## src/hdl/sipls_pkg.sv

```systemverilog
// shared types and constants for the header list splitter
package sipls_pkg;

  localparam int MAX_VALUE_LEN_DEF = 4096;

  localparam int TOK_START_W = 12;
  localparam int TOK_LEN_W   = 13;
  localparam int STATUS_W    = 3;
  localparam int CHAR_W      = 8;
  localparam int CFG_IDX_W   = 2;
  localparam int CFG_DATA_W  = 8;

  localparam int FIFO_DEPTH = 8;
  localparam int FIFO_AW    = $clog2(FIFO_DEPTH);
  localparam int FIFO_CW    = $clog2(FIFO_DEPTH + 1);

  // register indexes
  localparam logic [CFG_IDX_W-1:0] REG_SEPARATOR   = 2'd0;
  localparam logic [CFG_IDX_W-1:0] REG_IGNORE_PAR  = 2'd1;
  localparam logic [CFG_IDX_W-1:0] REG_ALLOW_EMPTY = 2'd2;

  // special bytes
  localparam logic [CHAR_W-1:0] CH_NUL    = 8'h00;
  localparam logic [CHAR_W-1:0] CH_COMMA  = 8'h2c;
  localparam logic [CHAR_W-1:0] CH_BSLASH = 8'h5c;
  localparam logic [CHAR_W-1:0] CH_QUOTE  = 8'h22;
  localparam logic [CHAR_W-1:0] CH_LANGLE = 8'h3c;
  localparam logic [CHAR_W-1:0] CH_RANGLE = 8'h3e;
  localparam logic [CHAR_W-1:0] CH_LPAREN = 8'h28;
  localparam logic [CHAR_W-1:0] CH_RPAREN = 8'h29;

  // status codes
  localparam logic [STATUS_W-1:0] ST_OK     = 3'd0;
  localparam logic [STATUS_W-1:0] ST_NESTED = 3'd1;
  localparam logic [STATUS_W-1:0] ST_STRAY  = 3'd2;
  localparam logic [STATUS_W-1:0] ST_UNBAL  = 3'd3;
  localparam logic [STATUS_W-1:0] ST_EMPTY  = 3'd4;
  localparam logic [STATUS_W-1:0] ST_BADSEP = 3'd5;
  localparam logic [STATUS_W-1:0] ST_OVF    = 3'd6;

  typedef struct packed {
    logic [CHAR_W-1:0] separator_char;
    logic              ignore_parens;
    logic              allow_empty_last;
  } cfg_t;

  typedef struct packed {
    logic [TOK_START_W-1:0] token_start;
    logic [TOK_LEN_W-1:0]   token_length;
    logic [STATUS_W-1:0]    status;
    logic                   final_token;
  } result_t;

  // up to two results produced by one byte, first one in r0
  typedef struct packed {
    logic [1:0] count;
    result_t    r0;
    result_t    r1;
  } push_t;

endpackage

```

## src/hdl/sipls_core.sv

```systemverilog
// byte stage register, quote/bracket tracking and token/fault generation
module sipls_core #(
  parameter int MAX_VALUE_LEN = sipls_pkg::MAX_VALUE_LEN_DEF
) (
  input  logic                             clk,
  input  logic                             rst,
  input  sipls_pkg::cfg_t                  cfg,
  input  logic                             s_tvalid,
  output logic                             s_tready,
  input  logic [sipls_pkg::CHAR_W-1:0]     s_tdata,
  input  logic                             s_tlast,
  input  logic [sipls_pkg::FIFO_CW-1:0]    q_count,
  output sipls_pkg::push_t                 push
);
  import sipls_pkg::*;

  localparam int PW = $clog2(MAX_VALUE_LEN + 1);

  logic              stg_valid;
  logic [CHAR_W-1:0] stg_char;
  logic              stg_last;

  logic          esc, in_q, in_a, in_p, parity, discard;
  logic [PW-1:0] pos, tstart;

  logic          esc_next, in_q_next, in_a_next, in_p_next, parity_next, discard_next;
  logic [PW-1:0] pos_next, tstart_next;

  logic          m_esc, m_q, m_a, m_p, m_par;
  logic [PW-1:0] m_pos, m_ts;
  logic          bad_sep, sep_hit, fault_hit, fin_now, end_val;
  logic [STATUS_W-1:0] fault_code;
  logic [PW-1:0] fin_len, sep_len;
  logic [PW+TOK_START_W-1:0] ts_ext, mts_ext;
  logic [PW+TOK_LEN_W-1:0]   fin_len_ext, sep_len_ext;
  result_t       sep_res, end_res;
  logic [FIFO_CW:0] fill;

  // room for two more results behind whatever the stage may still push
  assign fill = {1'b0, q_count} + (stg_valid ? (FIFO_CW+1)'(2) : '0);
  assign s_tready = (fill <= (FIFO_CW+1)'(FIFO_DEPTH - 2));

  always_ff @(posedge clk) begin
    if (rst) begin
      stg_valid <= 1'b0;
    end else begin
      stg_valid <= s_tvalid && s_tready;
    end
    if (s_tvalid && s_tready) begin
      stg_char <= s_tdata;
      stg_last <= s_tlast;
    end
  end

  always_comb begin
    m_esc      = esc;
    m_q        = in_q;
    m_a        = in_a;
    m_p        = in_p;
    m_par      = parity;
    m_pos      = pos;
    m_ts       = tstart;
    sep_hit    = 1'b0;
    fault_hit  = 1'b0;
    fault_code = ST_OK;
    fin_now    = 1'b0;
    bad_sep = (cfg.separator_char == CH_BSLASH) || (cfg.separator_char == CH_QUOTE) ||
              (cfg.separator_char == CH_LANGLE) || (cfg.separator_char == CH_RANGLE) ||
              (!cfg.ignore_parens && ((cfg.separator_char == CH_LPAREN) ||
                                      (cfg.separator_char == CH_RPAREN)));
    if (stg_valid && !discard) begin
      if (bad_sep) begin
        fault_hit  = 1'b1;
        fault_code = ST_BADSEP;
      end else if (stg_char == CH_NUL) begin
        fin_now = 1'b1;
      end else if (pos >= PW'(MAX_VALUE_LEN)) begin
        fault_hit  = 1'b1;
        fault_code = ST_OVF;
      end else begin
        m_pos = pos + 1'b1;
        case (stg_char) inside
          CH_BSLASH: begin
            m_esc = !esc;
          end
          CH_QUOTE: begin
            if (!esc) m_q = !in_q;
            m_esc = 1'b0;
          end
          CH_LANGLE: begin
            if (!in_q) begin
              if (in_a) begin
                fault_hit  = 1'b1;
                fault_code = ST_NESTED;
              end else begin
                m_a = 1'b1;
              end
            end
            m_esc = 1'b0;
          end
          CH_RANGLE: begin
            if (!in_q) begin
              if (!in_a) begin
                fault_hit  = 1'b1;
                fault_code = ST_STRAY;
              end else begin
                m_a = 1'b0;
              end
            end
            m_esc = 1'b0;
          end
          CH_LPAREN, CH_RPAREN: begin
            if (!in_q) begin
              m_p   = (stg_char == CH_LPAREN);
              m_par = !parity;
            end
            m_esc = 1'b0;
          end
          default: begin
            if (stg_char == cfg.separator_char && !in_q && !in_a &&
                !(in_p && !cfg.ignore_parens)) begin
              sep_hit = 1'b1;
              m_ts    = m_pos;
            end
            m_esc = 1'b0;
          end
        endcase
        fin_now = stg_last && !fault_hit;
      end
      // end of value: balance check before the last token
      if (fin_now) begin
        if (m_q || m_a || (!cfg.ignore_parens && m_par)) begin
          fault_hit  = 1'b1;
          fault_code = ST_UNBAL;
        end else if (m_pos == m_ts && !cfg.allow_empty_last) begin
          fault_hit  = 1'b1;
          fault_code = ST_EMPTY;
        end
      end
    end
  end

  assign fin_len     = m_pos - m_ts;
  assign sep_len     = m_pos - tstart - 1'b1;
  assign ts_ext      = {{TOK_START_W{1'b0}}, tstart};
  assign mts_ext     = {{TOK_START_W{1'b0}}, m_ts};
  assign fin_len_ext = {{TOK_LEN_W{1'b0}}, fin_len};
  assign sep_len_ext = {{TOK_LEN_W{1'b0}}, sep_len};
  assign end_val     = fault_hit || fin_now;

  always_comb begin
    sep_res.token_start  = ts_ext[TOK_START_W-1:0];
    sep_res.token_length = sep_len_ext[TOK_LEN_W-1:0];
    sep_res.status       = ST_OK;
    sep_res.final_token  = 1'b0;
    end_res.final_token  = 1'b1;
    if (fault_hit) begin
      end_res.token_start  = '0;
      end_res.token_length = '0;
      end_res.status       = fault_code;
    end else begin
      // empty last token reads as a bare end marker
      end_res.token_start  = (fin_len == '0) ? '0 : mts_ext[TOK_START_W-1:0];
      end_res.token_length = fin_len_ext[TOK_LEN_W-1:0];
      end_res.status       = ST_OK;
    end
    push.count = {1'b0, sep_hit} + {1'b0, end_val};
    push.r0    = sep_hit ? sep_res : end_res;
    push.r1    = end_res;
  end

  always_comb begin
    esc_next     = esc;
    in_q_next    = in_q;
    in_a_next    = in_a;
    in_p_next    = in_p;
    parity_next  = parity;
    pos_next     = pos;
    tstart_next  = tstart;
    discard_next = discard;
    if (stg_valid) begin
      if (discard) begin
        if (stg_last) begin
          discard_next = 1'b0;
          esc_next     = 1'b0;
          in_q_next    = 1'b0;
          in_a_next    = 1'b0;
          in_p_next    = 1'b0;
          parity_next  = 1'b0;
          pos_next     = '0;
          tstart_next  = '0;
        end
      end else if (end_val) begin
        discard_next = !stg_last;
        esc_next     = 1'b0;
        in_q_next    = 1'b0;
        in_a_next    = 1'b0;
        in_p_next    = 1'b0;
        parity_next  = 1'b0;
        pos_next     = '0;
        tstart_next  = '0;
      end else begin
        esc_next    = m_esc;
        in_q_next   = m_q;
        in_a_next   = m_a;
        in_p_next   = m_p;
        parity_next = m_par;
        pos_next    = m_pos;
        tstart_next = m_ts;
      end
    end
  end

  always_ff @(posedge clk) begin
    if (rst) begin
      esc     <= 1'b0;
      in_q    <= 1'b0;
      in_a    <= 1'b0;
      in_p    <= 1'b0;
      parity  <= 1'b0;
      pos     <= '0;
      tstart  <= '0;
      discard <= 1'b0;
    end else begin
      esc     <= esc_next;
      in_q    <= in_q_next;
      in_a    <= in_a_next;
      in_p    <= in_p_next;
      parity  <= parity_next;
      pos     <= pos_next;
      tstart  <= tstart_next;
      discard <= discard_next;
    end
  end

endmodule

```

## src/hdl/sipls_fifo.sv

```systemverilog
// result queue taking up to two results per cycle and giving one
module sipls_fifo (
  input  logic                          clk,
  input  logic                          rst,
  input  sipls_pkg::push_t              push,
  input  logic                          pop,
  output sipls_pkg::result_t            head,
  output logic [sipls_pkg::FIFO_CW-1:0] count
);
  import sipls_pkg::*;

  result_t            mem [FIFO_DEPTH];
  logic [FIFO_AW-1:0] wr_ptr, rd_ptr;
  logic [FIFO_AW-1:0] wr_ptr1;

  assign wr_ptr1 = wr_ptr + 1'b1;
  assign head    = mem[rd_ptr];

  always_ff @(posedge clk) begin
    if (push.count != 2'd0) mem[wr_ptr] <= push.r0;
    if (push.count == 2'd2) mem[wr_ptr1] <= push.r1;
  end

  always_ff @(posedge clk) begin
    if (rst) begin
      wr_ptr <= '0;
      rd_ptr <= '0;
      count  <= '0;
    end else begin
      wr_ptr <= wr_ptr + FIFO_AW'(push.count);
      if (pop) rd_ptr <= rd_ptr + 1'b1;
      count <= count + FIFO_CW'(push.count) - FIFO_CW'(pop);
    end
  end

endmodule

```

## src/hdl/sip_header_list_splitter.sv

```systemverilog
// top level of the header list splitter: config registers, core and result queue
//
// header value bytes enter on the s_ channel, one byte per transaction: the byte
// in s_tdata, s_tlast on the final byte of the value. a zero byte also ends the
// value. each token comes out on the m_ channel as one transaction with its
// start offset and length in m_tdata, a status code in m_tuser and m_tlast on
// the last result of the value. a fault gives a single result with zero offset
// and length and a nonzero status, and the rest of the value up to s_tlast is
// dropped without results.
// the cfg channel writes separator, paren handling and empty-last policy; it is
// always ready and is meant to be used while no value is in progress.
// a byte is registered in the byte stage, and its results are written into the result
// queue that feeds m_. one byte per cycle while s_tready is high; the eight-entry
// queue absorbs the two results of a byte with a separator on the final byte. s_tready
// drops when the queue cannot take two more results beyond what the stage may push.
// when the receiver stalls, results wait in the queue and m_tdata holds.
// reset empties the queue, clears all per-value state and loads separator ','.
module sip_header_list_splitter #(
  parameter int MAX_VALUE_LEN = sipls_pkg::MAX_VALUE_LEN_DEF
) (
  input  logic                             clk,
  input  logic                             rst,
  input  logic                             s_tvalid,
  output logic                             s_tready,
  input  logic [7:0]                       s_tdata,   // [7:0] char_in
  input  logic                             s_tlast,
  output logic                             m_tvalid,
  input  logic                             m_tready,
  output logic [31:0]                      m_tdata,   // [11:0] token_start, [24:12] token_length
  output logic [2:0]                       m_tuser,   // [2:0] status
  output logic                             m_tlast,
  input  logic                             cfg_valid,
  output logic                             cfg_ready,
  input  logic [sipls_pkg::CFG_IDX_W-1:0]  cfg_index,
  input  logic [sipls_pkg::CFG_DATA_W-1:0] cfg_data
);
  import sipls_pkg::*;

  cfg_t                 cfg;
  push_t                push;
  result_t              head;
  logic [FIFO_CW-1:0]   q_count;
  logic                 pop;

  assign cfg_ready = 1'b1;

  always_ff @(posedge clk) begin
    if (rst) begin
      cfg.separator_char   <= CH_COMMA;
      cfg.ignore_parens    <= 1'b0;
      cfg.allow_empty_last <= 1'b0;
    end else if (cfg_valid && cfg_ready) begin
      unique case (cfg_index)
        REG_SEPARATOR:   cfg.separator_char   <= cfg_data;
        REG_IGNORE_PAR:  cfg.ignore_parens    <= cfg_data[0];
        REG_ALLOW_EMPTY: cfg.allow_empty_last <= cfg_data[0];
        default: ;
      endcase
    end
  end

  sipls_core #(
    .MAX_VALUE_LEN(MAX_VALUE_LEN)
  ) u_core (
    .clk      (clk),
    .rst      (rst),
    .cfg      (cfg),
    .s_tvalid (s_tvalid),
    .s_tready (s_tready),
    .s_tdata  (s_tdata),
    .s_tlast  (s_tlast),
    .q_count  (q_count),
    .push     (push)
  );

  assign pop = m_tvalid && m_tready;

  sipls_fifo u_fifo (
    .clk   (clk),
    .rst   (rst),
    .push  (push),
    .pop   (pop),
    .head  (head),
    .count (q_count)
  );

  assign m_tvalid = (q_count != '0);
  assign m_tdata  = {{(32 - TOK_LEN_W - TOK_START_W){1'b0}}, head.token_length,
                     head.token_start};
  assign m_tuser  = head.status;
  assign m_tlast  = head.final_token;

endmodule

```

## config.mk

```make
export PLATFORM = sky130hd
export DESIGN_NAME = sip_header_list_splitter
export DESIGN_NICKNAME = d
export VERILOG_FILES = /design/src/hdl/sipls_pkg.sv /design/src/hdl/sipls_core.sv /design/src/hdl/sipls_fifo.sv /design/src/hdl/sip_header_list_splitter.sv
export SDC_FILE = /design/constraint.sdc
export NUM_CORES = 1
export LEC_CHECK = 0
export BUFFER_PORTS_ARGS = -buffer_cell sky130_fd_sc_hd__buf_2
export CORE_MARGIN = 4
export CORE_UTILIZATION = 57
export CTS_CLUSTER_DIAMETER = 60
export DETAILED_ROUTE_END_ITERATION = 8
export GPL_TIMING_DRIVEN = 0
export PLACE_DENSITY = 0.82
export SLEW_MARGIN = 20
export SYNTH_ARGS = -nofsm -noshare
export SYNTH_HDL_FRONTEND = slang
export SYNTH_SLANG_ARGS = --single-unit
```

## constraint.sdc

```tcl
create_clock -name clk -period 14.6 [get_ports clk]
set_input_delay 2.92 -clock clk [delete_from_list [all_inputs] [get_ports clk]]
set_output_delay 2.92 -clock clk [all_outputs]
set_load 0.1 [all_outputs]
```

==> results of run 1 <==
-- synth_stat cells, types with 7 or more instances --
| master | number | area share [%] |
|---|---|---|
| nand4_1 | 20 | 0.71 |
| nor2b_1 | 19 | 0.67 |
| mux2i_1 | 10 | 0.56 |
| nand2_1 | 107 | 2.3 |
| xnor2_1 | 42 | 2.1 |
| o32ai_1 | 80 | 4.0 |
| clkbuf_1 | 109 | 2.3 |
| inv_1 | 40 | 0.85 |
| nand2b_1 | 17 | 0.60 |
| xor2_1 | 28 | 1.4 |
| or3_1 | 7 | 0.25 |
| buf_4 | 9 | 0.38 |
| buf_1 | 15 | 0.32 |
| a32o_1 | 23 | 1.3 |
| nand3_1 | 95 | 2.7 |
| dfxtp_1 | 64 | 7.2 |
| o21ai_0 | 37 | 1.0 |
| ha_1 | 40 | 2.8 |
| mux4_2 | 58 | 7.4 |
| and2_1 | 14 | 0.49 |
| o21a_1 | 7 | 0.30 |
| edfxtp_1 | 233 | 39 |
| o22ai_1 | 31 | 1.1 |
| o31ai_1 | 15 | 0.64 |
| o211ai_1 | 113 | 4.8 |
| nor3_1 | 51 | 1.4 |
| mux2_2 | 29 | 1.8 |
| buf_2 | 20 | 0.56 |
| o21ai_1 | 7 | 0.20 |
| a21oi_1 | 47 | 1.3 |
| and3_1 | 14 | 0.49 |
| nor4_1 | 7 | 0.25 |
| nor2_1 | 100 | 2.1 |
| a21o_1 | 7 | 0.30 |
| a22o_1 | 17 | 0.84 |
| o2111ai_1 | 15 | 0.74 |
-- worst paths after layout --
kind | endpoint | slack [ns] | depth (start not counted)
worst min-delay path | u_fifo.mem[3][0]$_SDFFE_PP1N_ | 0.45 | 2
worst max register to register | u_fifo.mem[7][18]$_DFFE_PP_ | 5.68 | 22
worst min register to register | u_fifo.mem[3][0]$_SDFFE_PP1N_ | 0.45 | 2
worst max-delay path | u_fifo.mem[7][18]$_DFFE_PP_ | 5.68 | 22
-- tightest hold or removal path: stages, from the launching register on --
cell and delay [ns]:
dfxtp_1 0.31, nand2_1 0.06, nand2_1 0.04
-- state kept, by name, summed over array words and instances, names as in the netlist, named ones only --
register          count
u_core.in_a           1
u_core.tstart        13
u_fifo.wr_ptr         3
u_core.parity         1
u_core.in_p           1
u_core.discard        1
u_core.stg_char       8
u_core.in_q           1
u_fifo.count          4
cfg                  10
u_core.pos           13
u_core.stg_last       1
u_fifo.mem          232
u_core.stg_valid      1
u_core.esc            1
u_fifo.rd_ptr         3
-- metrics by stage --
step | util (%) | area [um^2] | instances | setup slack (ns) | hold slack, ns
final | 65.16 | 19930 | 2159 | 5.682 | 0.4475
after global routing | 65.16 | 19930 | 2159 | 5.248 | 0.4571
after CTS | 65.11 | 19920 | 2159 | 6.006 | 0.4431
after detailed placement | 61.31 | 18760 | 2095 | 6.108 | 0.4336
after global placement | 60.49 | 18500 | 2085 | 5.859 | 0.4281
after floorplan | - | 17740 | 1636 | 8.660 | 0.4185
-- power breakdown --
| group | leakage, nW | internal (mW) | switching, mW | total (mW) |
|---|---|---|---|---|
| registers | 2.71 | 0.931 | 0.0229 | 0.954 |
| logic | 3.12 | 0.239 | 0.661 | 0.900 |
| clock network | 0.553 | 0.514 | 0.367 | 0.881 |
| total | 6.39 | 1.68 | 1.05 | 2.74 |
-- layout make-up --
type	instances	share of cell area, %
multi-input combinational	1139	43.72
inverter	45	0.8475
buffer	155	3.315
timing repair buffer	63	2.285
sequential	297	41.53
clock buffer	44	4.670
clock inverter	20	1.149
tap	396	2.486
-- logic make-up (layout without fill, tap and decap cells) --
kind of cell,Yosys count,in the layout,share of synthesized area (%)
flops,297,297,46.72
other cells,2,8,0.04238
mux,97,97,9.780
xor+xnor,71,71,3.552
simple gates,478,478,13.29
fa+ha+maj,44,44,3.276
compound gates,441,441,18.69
buf+inv,200,327,4.653
-- per-layer routing --
| metal | GRT usage, % | routed length, um | up-vias |
|---|---|---|---|
| met1 | 48.14 | 22270 | 7437 |
| met5 | 0 | 0 | - |
| met4 | 18.22 | 4213 | 0 |
| met2 | 57.59 | 28290 | 1506 |
| met3 | 14.05 | 10420 | 337 |
| li1 | - | - | 6634 |
==> results.ini, run 1 <==
[timing]
fmax_mhz=112.1
period_share_pct=61.08
setup_tns_ns=0
hold_violations=0
worst_pin_slew_ns=1.229
post-route-min-period_ns=8.918
clock_skew_ns=0.03542
slew_headroom_pct=17.46
setup_violations=0
rsz0062_at_grt=false
slew_viol_final=0

[synth]
ys.warnings.count=0
syn_area_um2=17720
synth_seq_cells=297
synthArstFlopShare_pct=0
synth_cells=1630
synth_ff_type=edfxtp_1
synth_edf_count=233
synth.avg_cell_area_um2=10.87
ys_seq_area_share_pct=46.72
yosysUniqueCellTypes=79

[setup_path]
crit_fanout=10
endpoint_kind=register
cp-start-kind=register
crit_top_cell=clkbuf_1
required_ns=14.83
cp_slowest_cell=nor3_1
crit_start=u_core.stg_char[5]$_DFFE_PP_
r2r_start=u_core.stg_char[5]$_DFFE_PP_
cp_top_family=buffers and inverters
path_cells=nand3b_1 -> nor2_1 -> a2111oi_1 -> nand3_1 -> nor3_1 -> clkbuf_1 -> clkbuf_1 -> clkbuf_1 -> mux2i_1 -> fa_1 -> a21oi_1 -> o21a_1 -> o21bai_1 -> xnor2_1 -> and4_1 -> o2111ai_1 -> a211oi_2 -> nand2_1 -> buf_2 -> clkbuf_1 -> o211ai_1 -> o211ai_1
criticalPathCategory=reg2reg
crit_buf_inv=5
crit_path_max_incr_delay_ns=0.79
arrival_ns=9.15

[global_routing]
grt_pass1_vias=15529
antenna_found_initial=1
grtUsageTotal_pct=37.85
overflow=0
grt_pass1_wl_um=96690
grt_max_degree=30

[cells_and_area]
final_layout_size_suffix_gt1_share_pct=15.54
multi_input_area_um2=8713
nNetsFinal=1804
area_growth_pct=12.48
fill_cells=2321
final_cell_mix=edfxtp_1, clkbuf_1, o211ai_1
num_antenna_cells=0
seqCellArea_um2=8278
mostFrequentLayoutCell=edfxtp_1

[drt]
drtAntennaViolNets=0
vias=15914
drc_errors=1
via_per_inst=7.371
wl_um=65190
wl_per_cell_um=30.19
first_pass_iters=9
first_iter_violations=2678

[die]
initial_core_util_pct=57.93
num_io_pins=63
rows=64
die_h_um=184.3
die_area_um2=33970
die_x_um=184.3
core-area_um2=30590

[clocking]
ctsHtreeMaxLevel=2
clock-root-buffer=clkbuf_16
cts_num_sinks=297
cts_tree=done
cts_buffers=35
cts_resized=0
clock_latency_ns=0.54
clk_pin_slew_ns=0.06
cts_buffer_depth=3
cts_setup_buffers=0
cts_hold_buf=0

[status]
violations=DRC
status=complete, but fails checks

[pwr]
total_power_mw=2.735
power.leakage_nw=6.389
power_density_nw_per_um2=137.2
ir_drop_mv=0.09384

[place]
hpwl_um=45990
place_congestion=1.025
io_buffers=53

[min_path]
hold_class=reg2reg
min_from=u_fifo.mem[3][0]$_SDFFE_PP1N_

[run]
maxCapViolations=0

Power figures use the tool's default switching activity.
==> run 2: changes to the inputs <==
--- a/config.mk
+++ b/config.mk
@@ -11,7 +11,7 @@
 export CTS_CLUSTER_DIAMETER = 60
 export DETAILED_ROUTE_END_ITERATION = 8
 export GPL_TIMING_DRIVEN = 0
-export PLACE_DENSITY = 0.82
+export PLACE_DENSITY = 0.85
 export SLEW_MARGIN = 20
 export SYNTH_ARGS = -nofsm -noshare
 export SYNTH_HDL_FRONTEND = slang
==> constraint.sdc (replaced) <==
create_clock -name clk -period 8.1 [get_ports clk]
set_input_delay 1.62 -clock clk [delete_from_list [all_inputs] [get_ports clk]]
set_output_delay 1.62 -clock clk [all_outputs]
set_load 0.1 [all_outputs]
==> results.ini, run 2 (synthesis gave the netlist of run 1 again) <==
[cells_and_area]
biggestRegsByFlops=u_fifo.mem: 232 flops, u_core.pos: 13 flops, u_core.tstart: 13 flops  ; unchanged
mostFrequentLayoutCell=edfxtp_1  ; unchanged
nNetsFinal=1806  ; was 1,804
multi_input_area_um2=8755  ; was 8713 um^2
area_growth_pct=12.83  ; was 12.48%
seqCellArea_um2=8278  ; unchanged
largest_reg_flops=232  ; unchanged
largest-register=u_fifo.mem  ; unchanged
finalNonFillerCells=2163  ; was 2,159
fill_cells=2383  ; was 2,321
final_cell_mix=edfxtp_1, o211ai_1, clkbuf_1  ; was edfxtp_1, clkbuf_1, o211ai_1
design_area_um2=19990  ; was 19,930 um^2
final_layout_size_suffix_gt1_share_pct=16.19  ; was 15.54%

[timing]
hold_violations=0  ; unchanged
setup_violations=0  ; unchanged
fmax_mhz=127.8  ; was 112.1 MHz
slew_viol_final=0  ; unchanged
clock_skew_ns=0.02458  ; was 0.03542 ns
hold_ws_ns=0.4523  ; was 0.4475 ns
rsz0062_at_grt=false  ; unchanged
slew_headroom_pct=16.33  ; was 17.46%
post-route-min-period_ns=7.823  ; was 8.918 ns
worst_pin_slew_ns=1.246  ; was 1.229 ns
period_share_pct=96.57  ; was 61.08%
setup_ws_ns=0.2774  ; was 5.682 ns

[global_routing]
overflow=0  ; unchanged
grt_pass1_vias=15400  ; was 15,529
grt_pass1_wl_um=96950  ; was 96,690 um
grt_max_degree=20  ; was 30
antenna_found_initial=3  ; was 1
grtUsageTotal_pct=38.26  ; was 37.85%

[drt]
route.met3.wl_um=10260  ; was 10,420 um
drtAntennaViolNets=0  ; unchanged
drc_errors=0  ; was 1
vias=16034  ; was 15,914
first_pass_iters=6  ; was 9
met2_length_um=28630  ; was 28,290 um
wl_um=66030  ; was 65,190 um
highest_layer=met5  ; was met4
first_iter_violations=2570  ; was 2,678
wl_met1_um=23170  ; was 22,270 um
via_per_inst=7.413  ; was 7.371
wl_per_cell_um=30.53  ; was 30.19 um

[die]
die_h_um=184.3  ; unchanged
core-area_um2=30590  ; unchanged
num_io_pins=63  ; unchanged
initial_core_util_pct=57.93  ; unchanged
rows=64  ; unchanged
die_x_um=184.3  ; unchanged
die_area_um2=33970  ; unchanged

[clocking]
cts_num_sinks=297  ; unchanged
cts_buffers=36  ; was 35
ctsHtreeMaxLevel=2  ; unchanged
cts_tree=done  ; unchanged
clk_pin_slew_ns=0.06  ; about the same
clock-root-buffer=clkbuf_16  ; unchanged
cts_buffer_depth=3  ; unchanged
clock_latency_ns=0.54  ; about the same

[run]
maxCapViolations=0  ; unchanged

[place]
placed_cell_area_um2=18800  ; was 18,760 um^2
post-place-cells=2096  ; was 2,095
io_buffers=53  ; unchanged
place_congestion=1.019  ; was 1.025
hpwl_um=46890  ; was 45,990 um
dp_slack_ns=-0.7270  ; was 6.108 ns

[setup_path]
required_ns=8.33  ; was 14.83 ns
cp-start-kind=register  ; unchanged
crit_start=u_core.stg_char[3]$_DFFE_PP_  ; was u_core.stg_char[5]$_DFFE_PP_
crit_path_max_incr_delay_ns=0.56  ; was 0.79 ns
endpoint_kind=register  ; unchanged
crit_buf_inv=6  ; was 5
crit_fanout=10  ; unchanged
r2r_start=u_core.stg_char[3]$_DFFE_PP_  ; was u_core.stg_char[5]$_DFFE_PP_
path_cells=nand3b_1 -> nor2_1 -> a2111oi_1 -> nand3_1 -> nor3_2 -> inv_2 -> clkbuf_1 -> clkbuf_2 -> o21ai_0 -> ha_1 -> inv_1 -> fa_1 -> a21oi_1 -> o21a_1 -> o21ai_0 -> a21oi_1 -> xor2_2 -> o2111ai_1 -> a211oi_4 -> nand2_1 -> buf_2 -> clkbuf_1 -> o211ai_1 -> o211ai_1  ; was nand3b_1 -> nor2_1 -> a2111oi_1 -> nand3_1 -> nor3_1 -> clkbuf_1 -> clkbuf_1 -> clkbuf_1 -> mux2i_1 -> fa_1 -> a21oi_1 -> o21a_1 -> o21bai_1 -> xnor2_1 -> and4_1 -> o2111ai_1 -> a211oi_2 -> nand2_1 -> buf_2 -> clkbuf_1 -> o211ai_1 -> o211ai_1
arrival_ns=8.05  ; was 9.15 ns
criticalPathCategory=reg2reg  ; unchanged
cp_top_family=compound AO/OA/AOI/OAI gates  ; was buffers and inverters
cp_slowest_cell=a2111oi_1  ; was nor3_1

[min_path]
hold_class=reg2reg  ; unchanged
min_from=u_fifo.mem[3][0]$_SDFFE_PP1N_  ; unchanged

[pwr]
power_density_nw_per_um2=245.0  ; was 137.2 nW/um^2
ir_drop_mv=0.1863  ; was 0.09384 mV
power.leakage_nw=6.425  ; was 6.389 nW
total_power_mw=4.898  ; was 2.735 mW

[status]
status=finished, final reports clean  ; was complete, but fails checks

-- run 2: where the power goes --
group,switching (mW),total [mW],internal (mW),leakage [nW]
sequential,0.0404,1.72,1.68,2.71
clock,0.689,1.56,0.872,0.558
combinational,1.19,1.62,0.428,3.16
total,1.92,4.90,2.98,6.43
-- run 2: metrics by stage --
| step | utilization (%) | setup TNS (ns) |
|---|---|---|
| floorplan | - | 0 |
| global placement | 60.49 | -41.07 |
| detailed placement | 61.45 | -47.62 |
| CTS | 65.20 | 0 |
| global route | 65.35 | 0 |
| finish | 65.36 | 0 |
-- run 2: worst reg2reg max path: cells and delay by family (launching register included) --
kind,cells,cell delay (ns)
buf+inv,6,1.65
flops,1,0.46
compound gates,10,2.77
simple gates,5,1.46
fa+ha+maj,2,0.73
xor+xnor,1,0.47
-- run 2: final timing paths --
| check | endpoint | slack (ns) | depth (start not counted) |
|---|---|---|---|
| setup / recovery | u_fifo.mem[7][18]$_DFFE_PP_ | 0.28 | 24 |
| hold / removal | u_fifo.mem[3][0]$_SDFFE_PP1N_ | 0.45 | 2 |
| setup reg to reg | u_fifo.mem[7][18]$_DFFE_PP_ | 0.28 | 24 |
| hold reg to reg | u_fifo.mem[3][0]$_SDFFE_PP1N_ | 0.45 | 2 |
-- run 2: metal layers --
metal	up-vias	global-route usage [%]
met4	6	17.24
met1	7568	50.05
li1	6649	-
met3	323	13.44
met5	-	0
met2	1488	57.83
-- run 2: layout make-up --
type,instances,area share [%]
clock inverter,19,0.8198
inverter,45,0.8449
timing repair buffer,64,2.466
clock buffer,47,4.863
sequential,297,41.40
buffer,155,3.323
tap,396,2.478
multi-input combinational,1139,43.79
antenna,1,0.01252
-- run 2: timing repair --
action / 4_1_cts / 5_1_grt
endpoints found under the hold margin: 0 / 0
hold buffers: 0 / 0
buffers inserted: 0 / 0
setup endpoints to repair: 96 / 91
gates resized for setup: 3 / 9
==> run 3: changes to the inputs <==
--- a/config.mk
+++ b/config.mk
@@ -6,12 +6,15 @@
 export NUM_CORES = 1
 export LEC_CHECK = 0
 export BUFFER_PORTS_ARGS = -buffer_cell sky130_fd_sc_hd__buf_2
+export CELL_PAD_IN_SITES_DETAIL_PLACEMENT = 1
+export CELL_PAD_IN_SITES_GLOBAL_PLACEMENT = 2
 export CORE_MARGIN = 4
-export CORE_UTILIZATION = 57
+export CORE_UTILIZATION = 38
 export CTS_CLUSTER_DIAMETER = 60
 export DETAILED_ROUTE_END_ITERATION = 8
 export GPL_TIMING_DRIVEN = 0
-export PLACE_DENSITY = 0.85
+export PLACE_DENSITY = 0.84
+export SKIP_CTS_REPAIR_TIMING = 1
 export SLEW_MARGIN = 20
 export SYNTH_ARGS = -nofsm -noshare
 export SYNTH_HDL_FRONTEND = slang
==> results.ini, run 3 (synthesis gave the netlist of run 1 again) <==
[die]
core-area_um2=45770  ; was 30,590 um^2
rows=78  ; was 64
die_x_um=223.9  ; was 184.3 um
die_h_um=223.9  ; was 184.3 um
die_area_um2=50150  ; was 33,970 um^2
initial_core_util_pct=38.71  ; was 57.93%
num_io_pins=63  ; unchanged

[clocking]
cts_tree=done  ; unchanged
clk_pin_slew_ns=0.06  ; about the same
cts_num_sinks=297  ; unchanged
cts_buffer_depth=3  ; unchanged
clock_latency_ns=0.58  ; was 0.54 ns
ctsHtreeMaxLevel=2  ; unchanged
cts_buffers=38  ; was 36
clock-root-buffer=clkbuf_16  ; unchanged

[timing]
hold_violations=0  ; unchanged
hold_ws_ns=0.4486  ; was 0.4523 ns
post-route-min-period_ns=7.742  ; was 7.823 ns
clock_skew_ns=0.03631  ; was 0.02458 ns
period_share_pct=95.58  ; was 96.57%
slew_headroom_pct=15.03  ; was 16.33%
worst_pin_slew_ns=1.275  ; was 1.246 ns
slew_viol_final=0  ; unchanged
fmax_mhz=129.2  ; was 127.8 MHz
setup_violations=0  ; unchanged

[drt]
via_per_inst=6.653  ; was 7.413
drc_errors=0  ; unchanged
wl_per_cell_um=30.77  ; was 30.53 um
vias=15761  ; was 16,034
drtAntennaViolNets=0  ; unchanged
wl_um=72900  ; was 66,030 um
first_pass_iters=5  ; was 6
first_iter_violations=1990  ; was 2,570

[cells_and_area]
area_growth_pct=14.57  ; was 12.83%
mostFrequentLayoutCell=edfxtp_1  ; unchanged
final_layout_size_suffix_gt1_share_pct=16.34  ; was 16.19%
final_cell_mix=edfxtp_1, clkbuf_1, o211ai_1  ; was edfxtp_1, o211ai_1, clkbuf_1
nNetsFinal=1808  ; was 1,806
largest-register=u_fifo.mem  ; unchanged
biggestRegsByFlops=u_fifo.mem: 232 flops, u_core.pos: 13 flops, u_core.tstart: 13 flops  ; unchanged
design_area_um2=20300  ; was 19,990 um^2
largest_reg_flops=232  ; unchanged
num_antenna_cells=0  ; was 1

[global_routing]
grt_pass1_vias=15839  ; was 15,400
globalRouteMet2Util_pct=44.88  ; was 57.83%
met3_usage_pct=6.775  ; was 13.44%
grt_pass1_wl_um=105700  ; was 96,950 um
antenna_found_initial=1  ; was 3
overflow=0  ; unchanged
busiest_layer=met2  ; unchanged
grtUsageTotal_pct=28.23  ; was 38.26%
grt_max_degree=23  ; was 20
grt_util_met1_pct=36.93  ; was 50.05%

[place]
place_congestion=0.9582  ; was 1.019
io_buffers=53  ; unchanged
placed_cell_area_um2=19040  ; was 18,800 um^2
hpwl_um=52080  ; was 46,890 um

[min_path]
hold_class=reg2reg  ; unchanged

[setup_path]
endpoint_kind=register  ; unchanged
arrival_ns=8.00  ; was 8.05 ns
cp_slowest_cell=a2111oi_1  ; unchanged
cp-start-kind=register  ; unchanged
crit_path_max_incr_delay_ns=0.58  ; was 0.56 ns
path_cells=nand3b_1 -> nor2_1 -> a2111oi_1 -> nand3_1 -> nor3_4 -> inv_2 -> clkbuf_1 -> clkbuf_1 -> o21ai_0 -> ha_1 -> inv_1 -> fa_1 -> a21oi_1 -> o21a_1 -> o21ai_0 -> a21oi_1 -> xor2_4 -> o2111ai_1 -> a211oi_4 -> nand2_1 -> buf_2 -> o211ai_1 -> o211ai_1  ; was nand3b_1 -> nor2_1 -> a2111oi_1 -> nand3_1 -> nor3_2 -> inv_2 -> clkbuf_1 -> clkbuf_2 -> o21ai_0 -> ha_1 -> inv_1 -> fa_1 -> a21oi_1 -> o21a_1 -> o21ai_0 -> a21oi_1 -> xor2_2 -> o2111ai_1 -> a211oi_4 -> nand2_1 -> buf_2 -> clkbuf_1 -> o211ai_1 -> o211ai_1
required_ns=8.36  ; was 8.33 ns
crit_fanout=10  ; unchanged
criticalPathCategory=reg2reg  ; unchanged

[pwr]
ir_drop_mv=0.2540  ; was 0.1863 mV
power.leakage_nw=6.436  ; was 6.425 nW
power_density_nw_per_um2=244.2  ; was 245.0 nW/um^2

[status]
status=finished, final reports clean  ; unchanged

[run]
maxCapViolations=0  ; unchanged

==> run 3: cell types whose count changed in the layout (fill, tap and decap cells not counted), moves of 3 or more <==
cell       previous run  this run
a21oi_1              46        43
a21oi_2               1         4
buf_12                2         5
buf_16                6         3
clkbuf_16            36        39
clkinv_1              7        10
clkinv_4              2         5
inv_8                 4         0
==> run 3: where the power goes <==
part           switching (mW)  internal [mW]  total (mW)
sequential             0.0416           1.68        1.72
clock                   0.699          0.917        1.62
combinational            1.19          0.430        1.62
==> run 3: worst max-delay path, delay by kind of cell (launching register included) <==
family	cells	cell delay, ns
AND/OR/NAND/NOR	5	1.44
adder cells (fa/ha/maj)	2	0.71
flip-flops	1	0.45
AO/OA/AOI/OAI	10	3.22
buffers and inverters	5	1.25
XOR/XNOR	1	0.35
==> run 3: path summary, 6_finish.rpt <==
path,startpoint,endpoint,slack [ns],cells past startpoint
hold / removal,u_fifo.mem[4][0]$_SDFFE_PP1N_,u_fifo.mem[4][0]$_SDFFE_PP1N_,0.45,2
setup / recovery,u_core.stg_char[3]$_DFFE_PP_,u_fifo.mem[0][25]$_DFFE_PP_,0.36,23
setup reg to reg,u_core.stg_char[3]$_DFFE_PP_,u_fifo.mem[0][25]$_DFFE_PP_,0.36,23
hold reg to reg,u_fifo.mem[4][0]$_SDFFE_PP1N_,u_fifo.mem[4][0]$_SDFFE_PP1N_,0.45,2
==> run 3: layer usage <==
layer / part of all wire, % / vias up / wire [um]
met3: 11 / 211 / 8015
met4: 4.6 / 2 / 3388
met2: 46 / 994 / 33370
met1: 39 / 7914 / 28120
li1: - / 6640 / -
met5: 0.0096 / - / 7
==> run 3: metrics by stage <==
step / power (mW) / instances / setup WS (ns) / util (%) / TNS (ns)
floorplan: 2.958 / 1636 / 2.160 / - / 0
global placement: 3.324 / 2289 / -0.7224 / 40.98 / -44.38
detailed placement: 3.356 / 2300 / -0.8978 / 41.59 / -62.16
CTS: 4.964 / 2369 / -0.9510 / 44.15 / -67.43
global route: 5.109 / 2369 / -0.03431 / 44.35 / -0.1180
finish: 4.957 / 2369 / 0.3577 / 44.35 / 0
==> run 3: final cells by class <==
| cell class | instances | area [um^2] |
|---|---|---|
| sequential | 297 | 8278 |
| timing repair buffer | 64 | 471.7 |
| multi-input combinational | 1139 | 8795 |
| inverter | 45 | 168.9 |
| clock inverter | 18 | 127.6 |
| tap | 600 | 750.7 |
| clock buffer | 51 | 1045 |
| fill | 4970 | 25470 |
| buffer | 155 | 664.4 |
